===== config.mk =====
export PLATFORM = sky130hd
export DESIGN_NAME = round_robin_process_scheduler_flat
export DESIGN_NICKNAME = d
export VERILOG_FILES = /design/src/rtl/rrps_pkg.sv /design/src/rtl/rrps_in_if.sv /design/src/rtl/rrps_out_if.sv /design/src/rtl/rrps_ram.sv /design/src/rtl/rrps_ctrl.sv /design/src/rtl/rrps_dp.sv /design/src/rtl/round_robin_process_scheduler.sv /design/src/flat_wrapper.sv
export SDC_FILE = /design/constraint.sdc
export NUM_CORES = 1
export LEC_CHECK = 0
export ABC_AREA = 1
export ABC_CLOCK_PERIOD_IN_PS = 7840
export BUFFER_PORTS_ARGS = -buffer_cell sky130_fd_sc_hd__buf_2
export CAP_MARGIN = 20
export CORE_MARGIN = 1
export CORE_UTILIZATION = 29
export DETAILED_ROUTE_END_ITERATION = 8
export PLACE_DENSITY = 0.43
export SYNTH_ARGS = -nofsm -noshare
export SYNTH_HDL_FRONTEND = slang
export SYNTH_SLANG_ARGS = --single-unit
export TNS_END_PERCENT = 5

===== constraint.sdc =====
create_clock -name clk -period 7.84 [get_ports clk]
set_input_delay 1.568 -clock clk [delete_from_list [all_inputs] [get_ports clk]]
set_output_delay 1.568 -clock clk [all_outputs]
set_load 0.03 [all_outputs]

===== src/rtl/rrps_pkg.sv =====
// Package for the round-robin process scheduler.
// Holds constants, item codes, controller state and command/status types.
// No dependencies.
package rrps_pkg;

    localparam int unsigned SLOT_COUNT_DEF = 8;
    localparam int unsigned SLOT_IDX_MAX_W = 6;

    localparam int unsigned APB_ADDR_W = 3;
    localparam int unsigned APB_DATA_W = 32;
    localparam logic        REG_SLICE_TICKS = 1'b0;

    localparam logic [7:0]  SLICE_TICKS_RESET = 8'd15;
    localparam logic [15:0] SP_RESET = 16'hFF00;

    localparam logic [1:0] KIND_TICK      = 2'd0;
    localparam logic [1:0] KIND_LAUNCH    = 2'd1;
    localparam logic [1:0] KIND_TERMINATE = 2'd2;

    typedef enum logic [2:0] {
        ST_IDLE,
        ST_EXEC,
        ST_SCAN,
        ST_READ,
        ST_OUTPUT
    } sched_state_t;

    typedef struct packed {
        logic capture;
        logic exec;
        logic scan;
        logic read_done;
        logic load_out;
    } dp_cmd_t;

    typedef struct packed {
        logic go_scan;
        logic scan_end;
        logic need_read;
        logic out_free;
    } dp_status_t;

    // segment of a slot: (slot + 2) * 0x1000, cut to 16 bits
    function automatic logic [15:0] seg_of(input logic [SLOT_IDX_MAX_W-1:0] idx);
        logic [SLOT_IDX_MAX_W-1:0] sum;
        begin
            sum = idx + SLOT_IDX_MAX_W'(2);
            seg_of = {sum[3:0], 12'h000};
        end
    endfunction

endpackage


===== src/rtl/rrps_in_if.sv =====
// Input channel of the round-robin process scheduler.
// Carries one request item; no dependencies.
interface rrps_in_if;
    logic        valid;
    logic        ready;
    logic [1:0]  kind;
    logic [15:0] cur_segment;
    logic [15:0] cur_sp;

    modport source (output valid, kind, cur_segment, cur_sp, input ready);
    modport sink (input valid, kind, cur_segment, cur_sp, output ready);
endinterface


===== src/rtl/rrps_out_if.sv =====
// Result channel of the round-robin process scheduler.
// Carries one result item; no dependencies.
interface rrps_out_if;
    logic        valid;
    logic        ready;
    logic [15:0] resume_segment;
    logic [15:0] resume_sp;
    logic        switched;
    logic [2:0]  slot;
    logic        table_full;

    modport source (output valid, resume_segment, resume_sp, switched, slot, table_full,
                    input ready);
    modport sink (input valid, resume_segment, resume_sp, switched, slot, table_full,
                  output ready);
endinterface


===== src/rtl/rrps_ram.sv =====
// Generic single-write, single-read RAM with registered read data.
// No dependencies.
module rrps_ram #(
    parameter int unsigned WIDTH = 16,
    parameter int unsigned DEPTH = 8
) (
    input  logic                     clk,
    input  logic                     we,
    input  logic [$clog2(DEPTH)-1:0] waddr,
    input  logic [WIDTH-1:0]         wdata,
    input  logic                     re,
    input  logic [$clog2(DEPTH)-1:0] raddr,
    output logic [WIDTH-1:0]         rdata
);

    logic [WIDTH-1:0] mem [DEPTH];
    logic [WIDTH-1:0] rdata_reg;

    always_ff @(posedge clk)
    begin
        if (we)
        begin
            mem[waddr] <= wdata;
        end
        if (re)
        begin
            rdata_reg <= mem[raddr];
        end
    end

    assign rdata = rdata_reg;

endmodule


===== src/rtl/rrps_ctrl.sv =====
// Controller state machine of the round-robin process scheduler.
// Depends on rrps_pkg; drives commands into rrps_dp.
module rrps_ctrl (
    input  logic                clk,
    input  logic                rst_n,
    input  logic                in_valid,
    output logic                in_ready,
    input  rrps_pkg::dp_status_t status,
    output rrps_pkg::dp_cmd_t    cmd
);

    rrps_pkg::sched_state_t state_reg;
    rrps_pkg::sched_state_t state_next;

    always_ff @(posedge clk or negedge rst_n)
    begin
        if (!rst_n)
        begin
            state_reg <= rrps_pkg::ST_IDLE;
        end
        else
        begin
            state_reg <= state_next;
        end
    end

    always_comb
    begin
        state_next = state_reg;
        unique case (state_reg)
            rrps_pkg::ST_IDLE:
            begin
                if (in_valid)
                begin
                    state_next = rrps_pkg::ST_EXEC;
                end
            end
            rrps_pkg::ST_EXEC:
            begin
                state_next = status.go_scan ? rrps_pkg::ST_SCAN : rrps_pkg::ST_OUTPUT;
            end
            rrps_pkg::ST_SCAN:
            begin
                if (status.scan_end)
                begin
                    state_next = status.need_read ? rrps_pkg::ST_READ : rrps_pkg::ST_OUTPUT;
                end
            end
            rrps_pkg::ST_READ:
            begin
                state_next = rrps_pkg::ST_OUTPUT;
            end
            rrps_pkg::ST_OUTPUT:
            begin
                if (status.out_free)
                begin
                    state_next = rrps_pkg::ST_IDLE;
                end
            end
            default:
            begin
                state_next = rrps_pkg::ST_IDLE;
            end
        endcase
    end

    always_comb
    begin
        cmd      = '0;
        in_ready = 1'b0;
        unique case (state_reg)
            rrps_pkg::ST_IDLE:
            begin
                in_ready    = 1'b1;
                cmd.capture = in_valid;
            end
            rrps_pkg::ST_EXEC:
            begin
                cmd.exec = 1'b1;
            end
            rrps_pkg::ST_SCAN:
            begin
                cmd.scan = 1'b1;
            end
            rrps_pkg::ST_READ:
            begin
                cmd.read_done = 1'b1;
            end
            rrps_pkg::ST_OUTPUT:
            begin
                cmd.load_out = status.out_free;
            end
            default:
            begin
                in_ready = 1'b0;
            end
        endcase
    end

endmodule


===== src/rtl/rrps_dp.sv =====
// Datapath of the round-robin process scheduler: slot table, tick counter,
// slot scanner, stack pointer RAM and result register.
// Depends on rrps_pkg, rrps_ram and rrps_out_if.
module rrps_dp #(
    parameter int unsigned SLOT_COUNT = rrps_pkg::SLOT_COUNT_DEF
) (
    input  logic                 clk,
    input  logic                 rst_n,
    input  logic [7:0]           slice_ticks,
    input  logic [1:0]           in_kind,
    input  logic [15:0]          in_cur_segment,
    input  logic [15:0]          in_cur_sp,
    input  rrps_pkg::dp_cmd_t    cmd,
    output rrps_pkg::dp_status_t status,
    rrps_out_if.source           result_out
);

    localparam int unsigned SLOT_W = $clog2(SLOT_COUNT);
    localparam logic [SLOT_W-1:0] LAST_SLOT = SLOT_W'(SLOT_COUNT - 1);

    logic [1:0]            kind_reg;
    logic [15:0]           seg_reg;
    logic [15:0]           sp_reg;

    logic [7:0]            tick_count_reg, tick_count_next;
    logic [SLOT_W-1:0]     cur_slot_reg, cur_slot_next;
    logic [SLOT_COUNT-1:0] active_reg, active_next;
    logic [SLOT_COUNT-1:0] sp_valid_reg, sp_valid_next;
    logic [SLOT_W-1:0]     scan_idx_reg, scan_idx_next;
    logic [SLOT_W-1:0]     scan_cnt_reg, scan_cnt_next;

    logic                  res_load;
    logic [15:0]           res_seg_next;
    logic [15:0]           res_sp_next;
    logic                  res_sw_next;
    logic [SLOT_W-1:0]     res_slot_next;
    logic                  res_full_next;

    logic [15:0]           res_seg_reg;
    logic [15:0]           res_sp_reg;
    logic                  res_sw_reg;
    logic [2:0]            res_slot_reg;
    logic                  res_full_reg;
    logic                  out_valid_reg;

    logic [7:0]            tick_inc;
    logic                  slice_end;
    logic                  hit_active;
    logic                  is_tick;
    logic                  scan_last;
    logic                  scan_found;
    logic [SLOT_W-1:0]     idx_wrap;
    logic [SLOT_W-1:0]     cur_wrap;

    logic                  ram_we;
    logic                  ram_re;
    logic [15:0]           ram_rdata;

    assign tick_inc   = tick_count_reg + 8'd1;
    assign slice_end  = tick_inc >= slice_ticks;
    assign hit_active = active_reg[scan_idx_reg];
    assign is_tick    = kind_reg == rrps_pkg::KIND_TICK;
    assign idx_wrap   = (scan_idx_reg == LAST_SLOT) ? '0 : scan_idx_reg + SLOT_W'(1);
    assign cur_wrap   = (cur_slot_reg == LAST_SLOT) ? '0 : cur_slot_reg + SLOT_W'(1);
    assign scan_last  = is_tick ? (scan_cnt_reg == LAST_SLOT) : (scan_idx_reg == LAST_SLOT);
    assign scan_found = is_tick ? hit_active : !hit_active;

    assign status.go_scan   = (is_tick && slice_end) || (kind_reg == rrps_pkg::KIND_LAUNCH);
    assign status.scan_end  = scan_found || scan_last;
    assign status.need_read = is_tick && hit_active;
    assign status.out_free  = !out_valid_reg || result_out.ready;

    assign ram_we = cmd.exec && is_tick && slice_end;
    assign ram_re = cmd.scan && is_tick && hit_active;

    rrps_ram #(
        .WIDTH (16),
        .DEPTH (SLOT_COUNT)
    ) u_sp_ram (
        .clk   (clk),
        .we    (ram_we),
        .waddr (cur_slot_reg),
        .wdata (sp_reg),
        .re    (ram_re),
        .raddr (scan_idx_reg),
        .rdata (ram_rdata)
    );

    always_comb
    begin
        tick_count_next = tick_count_reg;
        cur_slot_next   = cur_slot_reg;
        active_next     = active_reg;
        sp_valid_next   = sp_valid_reg;
        scan_idx_next   = scan_idx_reg;
        scan_cnt_next   = scan_cnt_reg;
        res_load        = 1'b0;
        res_seg_next    = '0;
        res_sp_next     = '0;
        res_sw_next     = 1'b0;
        res_slot_next   = '0;
        res_full_next   = 1'b0;

        if (cmd.exec)
        begin
            priority if (kind_reg == rrps_pkg::KIND_TICK)
            begin
                if (slice_end)
                begin
                    tick_count_next             = '0;
                    sp_valid_next[cur_slot_reg] = 1'b1;
                    scan_idx_next               = cur_wrap;
                    scan_cnt_next               = SLOT_W'(1);
                end
                else
                begin
                    tick_count_next = tick_inc;
                    res_load        = 1'b1;
                    res_seg_next    = seg_reg;
                    res_sp_next     = sp_reg;
                    res_slot_next   = cur_slot_reg;
                end
            end
            else if (kind_reg == rrps_pkg::KIND_LAUNCH)
            begin
                scan_idx_next = '0;
            end
            else if (kind_reg == rrps_pkg::KIND_TERMINATE)
            begin
                active_next[cur_slot_reg] = 1'b0;
                res_load                  = 1'b1;
                res_slot_next             = cur_slot_reg;
            end
            else
            begin
                res_load = 1'b1;
            end
        end

        if (cmd.scan)
        begin
            if (is_tick)
            begin
                priority if (hit_active)
                begin
                    cur_slot_next = scan_idx_reg;
                end
                else if (scan_last)
                begin
                    res_load      = 1'b1;
                    res_seg_next  = seg_reg;
                    res_sp_next   = sp_reg;
                    res_slot_next = cur_slot_reg;
                end
                else
                begin
                    scan_idx_next = idx_wrap;
                    scan_cnt_next = scan_cnt_reg + SLOT_W'(1);
                end
            end
            else
            begin
                priority if (!hit_active)
                begin
                    active_next[scan_idx_reg] = 1'b1;
                    res_load                  = 1'b1;
                    res_seg_next  = rrps_pkg::seg_of(rrps_pkg::SLOT_IDX_MAX_W'(scan_idx_reg));
                    res_slot_next = scan_idx_reg;
                end
                else if (scan_last)
                begin
                    res_load      = 1'b1;
                    res_full_next = 1'b1;
                end
                else
                begin
                    scan_idx_next = idx_wrap;
                end
            end
        end

        if (cmd.read_done)
        begin
            res_load      = 1'b1;
            res_seg_next  = rrps_pkg::seg_of(rrps_pkg::SLOT_IDX_MAX_W'(cur_slot_reg));
            res_sp_next   = sp_valid_reg[cur_slot_reg] ? ram_rdata : rrps_pkg::SP_RESET;
            res_sw_next   = 1'b1;
            res_slot_next = cur_slot_reg;
        end
    end

    always_ff @(posedge clk or negedge rst_n)
    begin
        if (!rst_n)
        begin
            tick_count_reg <= '0;
            cur_slot_reg   <= '0;
            active_reg     <= '0;
            sp_valid_reg   <= '0;
            scan_idx_reg   <= '0;
            scan_cnt_reg   <= '0;
            out_valid_reg  <= 1'b0;
        end
        else
        begin
            tick_count_reg <= tick_count_next;
            cur_slot_reg   <= cur_slot_next;
            active_reg     <= active_next;
            sp_valid_reg   <= sp_valid_next;
            scan_idx_reg   <= scan_idx_next;
            scan_cnt_reg   <= scan_cnt_next;
            if (cmd.load_out)
            begin
                out_valid_reg <= 1'b1;
            end
            else if (result_out.ready)
            begin
                out_valid_reg <= 1'b0;
            end
        end
    end

    // item and result payload
    always_ff @(posedge clk)
    begin
        if (cmd.capture)
        begin
            kind_reg <= in_kind;
            seg_reg  <= in_cur_segment;
            sp_reg   <= in_cur_sp;
        end
        if (res_load)
        begin
            res_seg_reg  <= res_seg_next;
            res_sp_reg   <= res_sp_next;
            res_sw_reg   <= res_sw_next;
            res_slot_reg <= 3'(res_slot_next);
            res_full_reg <= res_full_next;
        end
        if (cmd.load_out)
        begin
            result_out.resume_segment <= res_seg_reg;
            result_out.resume_sp      <= res_sp_reg;
            result_out.switched       <= res_sw_reg;
            result_out.slot           <= res_slot_reg;
            result_out.table_full     <= res_full_reg;
        end
    end

    assign result_out.valid = out_valid_reg;

endmodule


===== src/rtl/round_robin_process_scheduler.sv =====
// Round-robin process scheduler: top level with APB register and assertions.
// Depends on rrps_pkg, rrps_in_if, rrps_out_if, rrps_ctrl and rrps_dp.
//
// One item at a time enters and each gives one result. A tick that does not
// end the slice, a terminate or an unused kind goes from the execute state
// straight to the output state. A launch scans the slots from the lowest, one
// slot per cycle, examining up to SLOT_COUNT slots. A tick that ends the slice
// scans from the slot after the current one, one per cycle (up to
// SLOT_COUNT-1), and a switch passes through a read state for the stack
// pointer RAM read. A new item is taken the cycle after a result enters the
// output register, even if it is not yet taken.
module round_robin_process_scheduler #(
    parameter int unsigned SLOT_COUNT = rrps_pkg::SLOT_COUNT_DEF
) (
    input  logic                            clk,
    input  logic                            rst_n,
    input  logic                            psel,
    input  logic                            penable,
    input  logic                            pwrite,
    input  logic [rrps_pkg::APB_ADDR_W-1:0] paddr,
    input  logic [rrps_pkg::APB_DATA_W-1:0] pwdata,
    output logic [rrps_pkg::APB_DATA_W-1:0] prdata,
    output logic                            pready,
    rrps_in_if.sink                         item_in,
    rrps_out_if.source                      result_out
);

    logic [7:0]           slice_ticks_reg;
    rrps_pkg::dp_cmd_t    cmd;
    rrps_pkg::dp_status_t status;
    logic                 in_ready;

    assign pready = 1'b1;

    always_ff @(posedge clk or negedge rst_n)
    begin
        if (!rst_n)
        begin
            slice_ticks_reg <= rrps_pkg::SLICE_TICKS_RESET;
        end
        else if (psel && penable && pwrite && pready
                 && (paddr[2] == rrps_pkg::REG_SLICE_TICKS))
        begin
            slice_ticks_reg <= pwdata[7:0];
        end
    end

    assign prdata = (paddr[2] == rrps_pkg::REG_SLICE_TICKS)
                    ? {(rrps_pkg::APB_DATA_W - 8)'(0), slice_ticks_reg} : '0;

    assign item_in.ready = in_ready;

    rrps_ctrl u_ctrl (
        .clk      (clk),
        .rst_n    (rst_n),
        .in_valid (item_in.valid),
        .in_ready (in_ready),
        .status   (status),
        .cmd      (cmd)
    );

    rrps_dp #(
        .SLOT_COUNT (SLOT_COUNT)
    ) u_dp (
        .clk            (clk),
        .rst_n          (rst_n),
        .slice_ticks    (slice_ticks_reg),
        .in_kind        (item_in.kind),
        .in_cur_segment (item_in.cur_segment),
        .in_cur_sp      (item_in.cur_sp),
        .cmd            (cmd),
        .status         (status),
        .result_out     (result_out)
    );

`ifndef SYNTH
    a_one_in_flight: assert property (@(posedge clk) disable iff (!rst_n)
        item_in.valid && item_in.ready |=> !item_in.ready)
        else $error("second item accepted while one is in work");

    a_switch_not_full: assert property (@(posedge clk) disable iff (!rst_n)
        result_out.valid |-> !(result_out.switched && result_out.table_full))
        else $error("result both switched and table full");

    a_switch_segment: assert property (@(posedge clk) disable iff (!rst_n)
        result_out.valid && result_out.switched |-> result_out.resume_segment[11:0] == 12'h000)
        else $error("switched result with misaligned segment");

    a_full_fields: assert property (@(posedge clk) disable iff (!rst_n)
        result_out.valid && result_out.table_full
        |-> result_out.slot == 3'd0 && result_out.resume_segment == 16'h0000)
        else $error("table full result carries slot data");
`endif

endmodule

===== src/flat_wrapper.sv =====
// flat-port wrapper written by rule: the top's interface ports become plain ports
module round_robin_process_scheduler_flat 
#(
    parameter int unsigned SLOT_COUNT = rrps_pkg::SLOT_COUNT_DEF
)
  (clk, rst_n, psel, penable, pwrite, paddr, pwdata, prdata, pready, item_in_valid, item_in_kind, item_in_cur_segment, item_in_cur_sp, item_in_ready, result_out_valid, result_out_resume_segment, result_out_resume_sp, result_out_switched, result_out_slot, result_out_table_full, result_out_ready);
  rrps_in_if item_in_i ();
  rrps_out_if result_out_i ();
  input  logic clk;
  input  logic rst_n;
  input  logic psel;
  input  logic penable;
  input  logic pwrite;
  input  logic [rrps_pkg::APB_ADDR_W-1:0] paddr;
  input  logic [rrps_pkg::APB_DATA_W-1:0] pwdata;
  output logic [rrps_pkg::APB_DATA_W-1:0] prdata;
  output logic pready;
  input wire logic [$bits(item_in_i.valid)-1:0] item_in_valid;
  input wire logic [$bits(item_in_i.kind)-1:0] item_in_kind;
  input wire logic [$bits(item_in_i.cur_segment)-1:0] item_in_cur_segment;
  input wire logic [$bits(item_in_i.cur_sp)-1:0] item_in_cur_sp;
  output wire logic [$bits(item_in_i.ready)-1:0] item_in_ready;
  output wire logic [$bits(result_out_i.valid)-1:0] result_out_valid;
  output wire logic [$bits(result_out_i.resume_segment)-1:0] result_out_resume_segment;
  output wire logic [$bits(result_out_i.resume_sp)-1:0] result_out_resume_sp;
  output wire logic [$bits(result_out_i.switched)-1:0] result_out_switched;
  output wire logic [$bits(result_out_i.slot)-1:0] result_out_slot;
  output wire logic [$bits(result_out_i.table_full)-1:0] result_out_table_full;
  input wire logic [$bits(result_out_i.ready)-1:0] result_out_ready;
  assign item_in_i.valid = item_in_valid;
  assign item_in_i.kind = item_in_kind;
  assign item_in_i.cur_segment = item_in_cur_segment;
  assign item_in_i.cur_sp = item_in_cur_sp;
  assign item_in_ready = item_in_i.ready;
  assign result_out_valid = result_out_i.valid;
  assign result_out_resume_segment = result_out_i.resume_segment;
  assign result_out_resume_sp = result_out_i.resume_sp;
  assign result_out_switched = result_out_i.switched;
  assign result_out_slot = result_out_i.slot;
  assign result_out_table_full = result_out_i.table_full;
  assign result_out_i.ready = result_out_ready;
  round_robin_process_scheduler #(.SLOT_COUNT(SLOT_COUNT)) u_core (.clk(clk), .rst_n(rst_n), .psel(psel), .penable(penable), .pwrite(pwrite), .paddr(paddr), .pwdata(pwdata), .prdata(prdata), .pready(pready), .item_in(item_in_i), .result_out(result_out_i));
endmodule

==> out/summary.txt <==
reg2reg end = u_core.u_dp.u_sp_ram.mem[0][1]
Synth area leaders = edfxtp_1 (62%), dfrtp_1 (8.4%), nor2_1 (5.4%)
sequential share of the synthesized area = 0.710
first-pass GRT wire length = 44.6 mm
sequential fraction of design power = 0.458
Worst Hold Class = flip-flop to flip-flop
pre-CTS setup slack = 4.04 ns
Placer Congestion = 0.871
Syn Area/Cell = 12.2 µm²
FMAX = 0.265 GHz
Pins Over Slew Limit = 0
Synth Cell Area = 12300 µm²
initial antenna violation count = 0
largest net degree at the start of global routing = 80
H-tree levels = 2
HPWL Detailed = 18.2 mm
final non-filler cell total = 1676
cell area power density = 341 nW/µm²
Clk Latency, worst-skew pair = 0.54 ns
Peak VDD IR = 0.147 mV
Worst EP required = 8.06 ns
CTS tree = done
Slew @ Worst Pin = 0.995 ns
n_diodes = 0
warnings from Yosys = 0
post-synth top area share = 0.618
DR DRC count = 0
final-layout fill cell count = 4153
top post-synthesis cells by count = edfxtp_1 (252), nor2_1 (177), nand2_1 (136)
r2r startpoint = u_core.u_dp.tick_count_reg[0]
ratio of cells with drive above 1 in the final layout = 0.178
Initial Utilization = 0.297
fin util = 0.349
Worst R2R Path Depth = 16
Clock Skew = 0.0228 ns
area growth from synthesis to layout = 17.5%
chip width = 208 µm
Final Hold Vio Count = 0
combinational share of power = 0.225
vias per cell = 4.43
number of synthesized flops with an enable pin = 252
post-CTS setup buffers = 0
CP Capture Point = u_core.u_dp.u_sp_ram.mem[0][1]
most common cell in the netlist = edfxtp_1
Top reg by flops = u_core.u_dp.u_sp_ram.mem
clock power share = 0.316
Worst setup EP type = flip-flop
Post-synth ARST share = 0.152
outcome = finished clean
minimum clock period = 3.78 ns
Final TNS setup = 0 ns
Post-CTS Resized = 0
Final ANT Viol Nets = 0
max reg flops = 128
Max FO, Critical Path = 11
Tot GR Track Use = 0.135
most frequent CP cell = nand2_1
slowest cell delay on critical path = 0.70 ns
drt first pass iters = 4
clock sink count = 297
Sw Share = 0.324
# nets final = 1219
Final Cycle Share = 0.482
# port buffers = 96
Power Internal = 3.32 mW
hold_buf cts = 0
vias in the first global route = 7309
setup slack, reg-to-reg = 4.06 ns
slowest CP cell = nor2_1
drt first-iter violations = 364
IO Pins = 148
Max-Cap Viols = 0
CTS Buf Count = 35
via count = 7432
Core Box Area = 41300 µm²
DIE AREA = 43100 µm²
critical setup path kind = flip-flop to flip-flop
grt total ovfl = 0
final wirelength = 28.8 mm
Core Rows = 74
Post-synth top flop = edfxtp_1
Switching Power = 1.59 mW
Syn Inst Count = 1006
register bit total from synthesis = 297
setup ws final = 4.06 ns
Worst-path clk slew = 0.06 ns
CP Data Arrival Time = 4.00 ns
wire length per cell = 17.2 µm
crit path launch = u_core.u_dp.tick_count_reg[0]
Yosys cell types = 43
Cells after DPL = 1612
clk buf depth = 3
CP Cell Sequence = ha_1 -> nand3_1 -> nor2_1 -> nand2_1 -> xor2_1 -> inv_1 -> ha_1 -> nand2_1 -> nor2_1 -> nand2_1 -> nand2_1 -> nand2_4 -> inv_2 -> nand2_2 -> nor2_1 -> buf_4
Synth area leader = edfxtp_1
die height = 208 µm
Setup Viol. Count Final = 0
root buf cell = clkbuf_16
Max-slew headroom = 0.334
Static Leak = 5.54 nW
Worst setup SP type = flip-flop
unrepaired setup endpoints after global routing = no
layout by cell type (no fill, tap or decap), drive strengths merged:
cell	Yosys	routed
bufinv	0	3
o21a	1	1
o21ai	118	118
nor3	6	6
nor2	181	181
clkinv	0	16
nand2	144	144
a22o	2	2
nor4	1	1
edfxtp	252	252
nand3	31	31
ha	24	24
inv	65	65
a31oi	16	16
clkbuf	21	42
nand3b	1	1
conb	2	25
dfrtp	41	41
a21o	1	1
clkinvlp	0	1
or2	7	7
dfstp	4	4
nand4	5	5
buf	38	112
o22ai	20	20
xor2	6	6
a21oi	16	16
o31ai	3	3
logic make-up (layout without fill, tap and decap cells):
logic type               count (synthesis)  count (layout)  share of synthesized area
AO/OA/AOI/OAI                          177             177                     0.0819
XOR/XNOR                                 6               6                    0.00429
adder cells (fa/ha/maj)                 24              24                     0.0245
buffers and inverters                  124             239                     0.0494
flip-flops                             297             297                      0.710
other                                    2              25                   0.000613
AND/OR/NAND/NOR                        376             376                      0.129
critical path, delay by kind of cell, from the launching register on:
kind,cells,cell delay [ns]
and+or+nand+nor,10,1.78
buffers and inverters,3,0.55
adders and majority gates,2,0.52
DFF,1,0.42
xor gates and xnor gates,1,0.20
per-layer routing:
metal / share of wire / vias to the layer above / GRT usage
li1: - / 3685 / -
met1: 0.48 / 3524 / 0.186
met2: 0.45 / 173 / 0.213
met3: 0.044 / 50 / 0.0297
met4: 0.021 / 0 / 0.0417
met5: 0 / - / 0
per-stage QoR:
step | hold WS (ns) | power [mW] | cell area (µm²)
global route | 0.414 | 5.18 | 14400
floorplan | 0.400 | 3.02 | 12300
finish | 0.414 | 4.91 | 14400
detailed placement | 0.405 | 3.39 | 13300
CTS | 0.404 | 4.98 | 14400
global placement | 0.401 | 3.38 | 13300
power groups by stage:
stage               Sequential, mW  Clock (mW)  Combinational [mW]
floorplan                     2.32           0               0.703
global placement              2.28           0                1.10
detailed placement            2.29           0                1.10
CTS                           2.26        1.61                1.11
global route                  2.28        1.66                1.24
finish                        2.25        1.55                1.11
cell type report:
cell class / count / area, µm² / share of cell area
clock inverters: 20 / 189 / 0.0131
multi-input cells: 608 / 3060 / 0.213
inverters: 65 / 246 / 0.0171
well taps: 532 / 666 / 0.0462
clock buffers: 42 / 902 / 0.0627
flip-flops and latches: 297 / 8700 / 0.604
repair buffers: 112 / 626 / 0.0435
worst min path at each step:
stage | start | endpoint | slack (ns) | cells after the start
2_1_floorplan | u_core.u_dp.res_seg_reg[0] | u_core.u_dp.result_out.resume_segment[0] | 0.40 | 0
3_5_place_dp | u_core.u_dp.res_seg_reg[12] | u_core.u_dp.result_out.resume_segment[12] | 0.41 | 0
5_1_grt | u_core.u_dp.res_seg_reg[8] | u_core.u_dp.result_out.resume_segment[8] | 0.41 | 0
6_report | u_core.u_dp.res_seg_reg[8] | u_core.u_dp.result_out.resume_segment[8] | 0.41 | 0
3_3_place_gp | u_core.u_dp.res_seg_reg[0] | u_core.u_dp.result_out.resume_segment[0] | 0.40 | 0
4_1_cts | u_core.u_dp.res_seg_reg[8] | u_core.u_dp.result_out.resume_segment[8] | 0.40 | 0
Note: power is estimated with default switching activity, not from simulation.
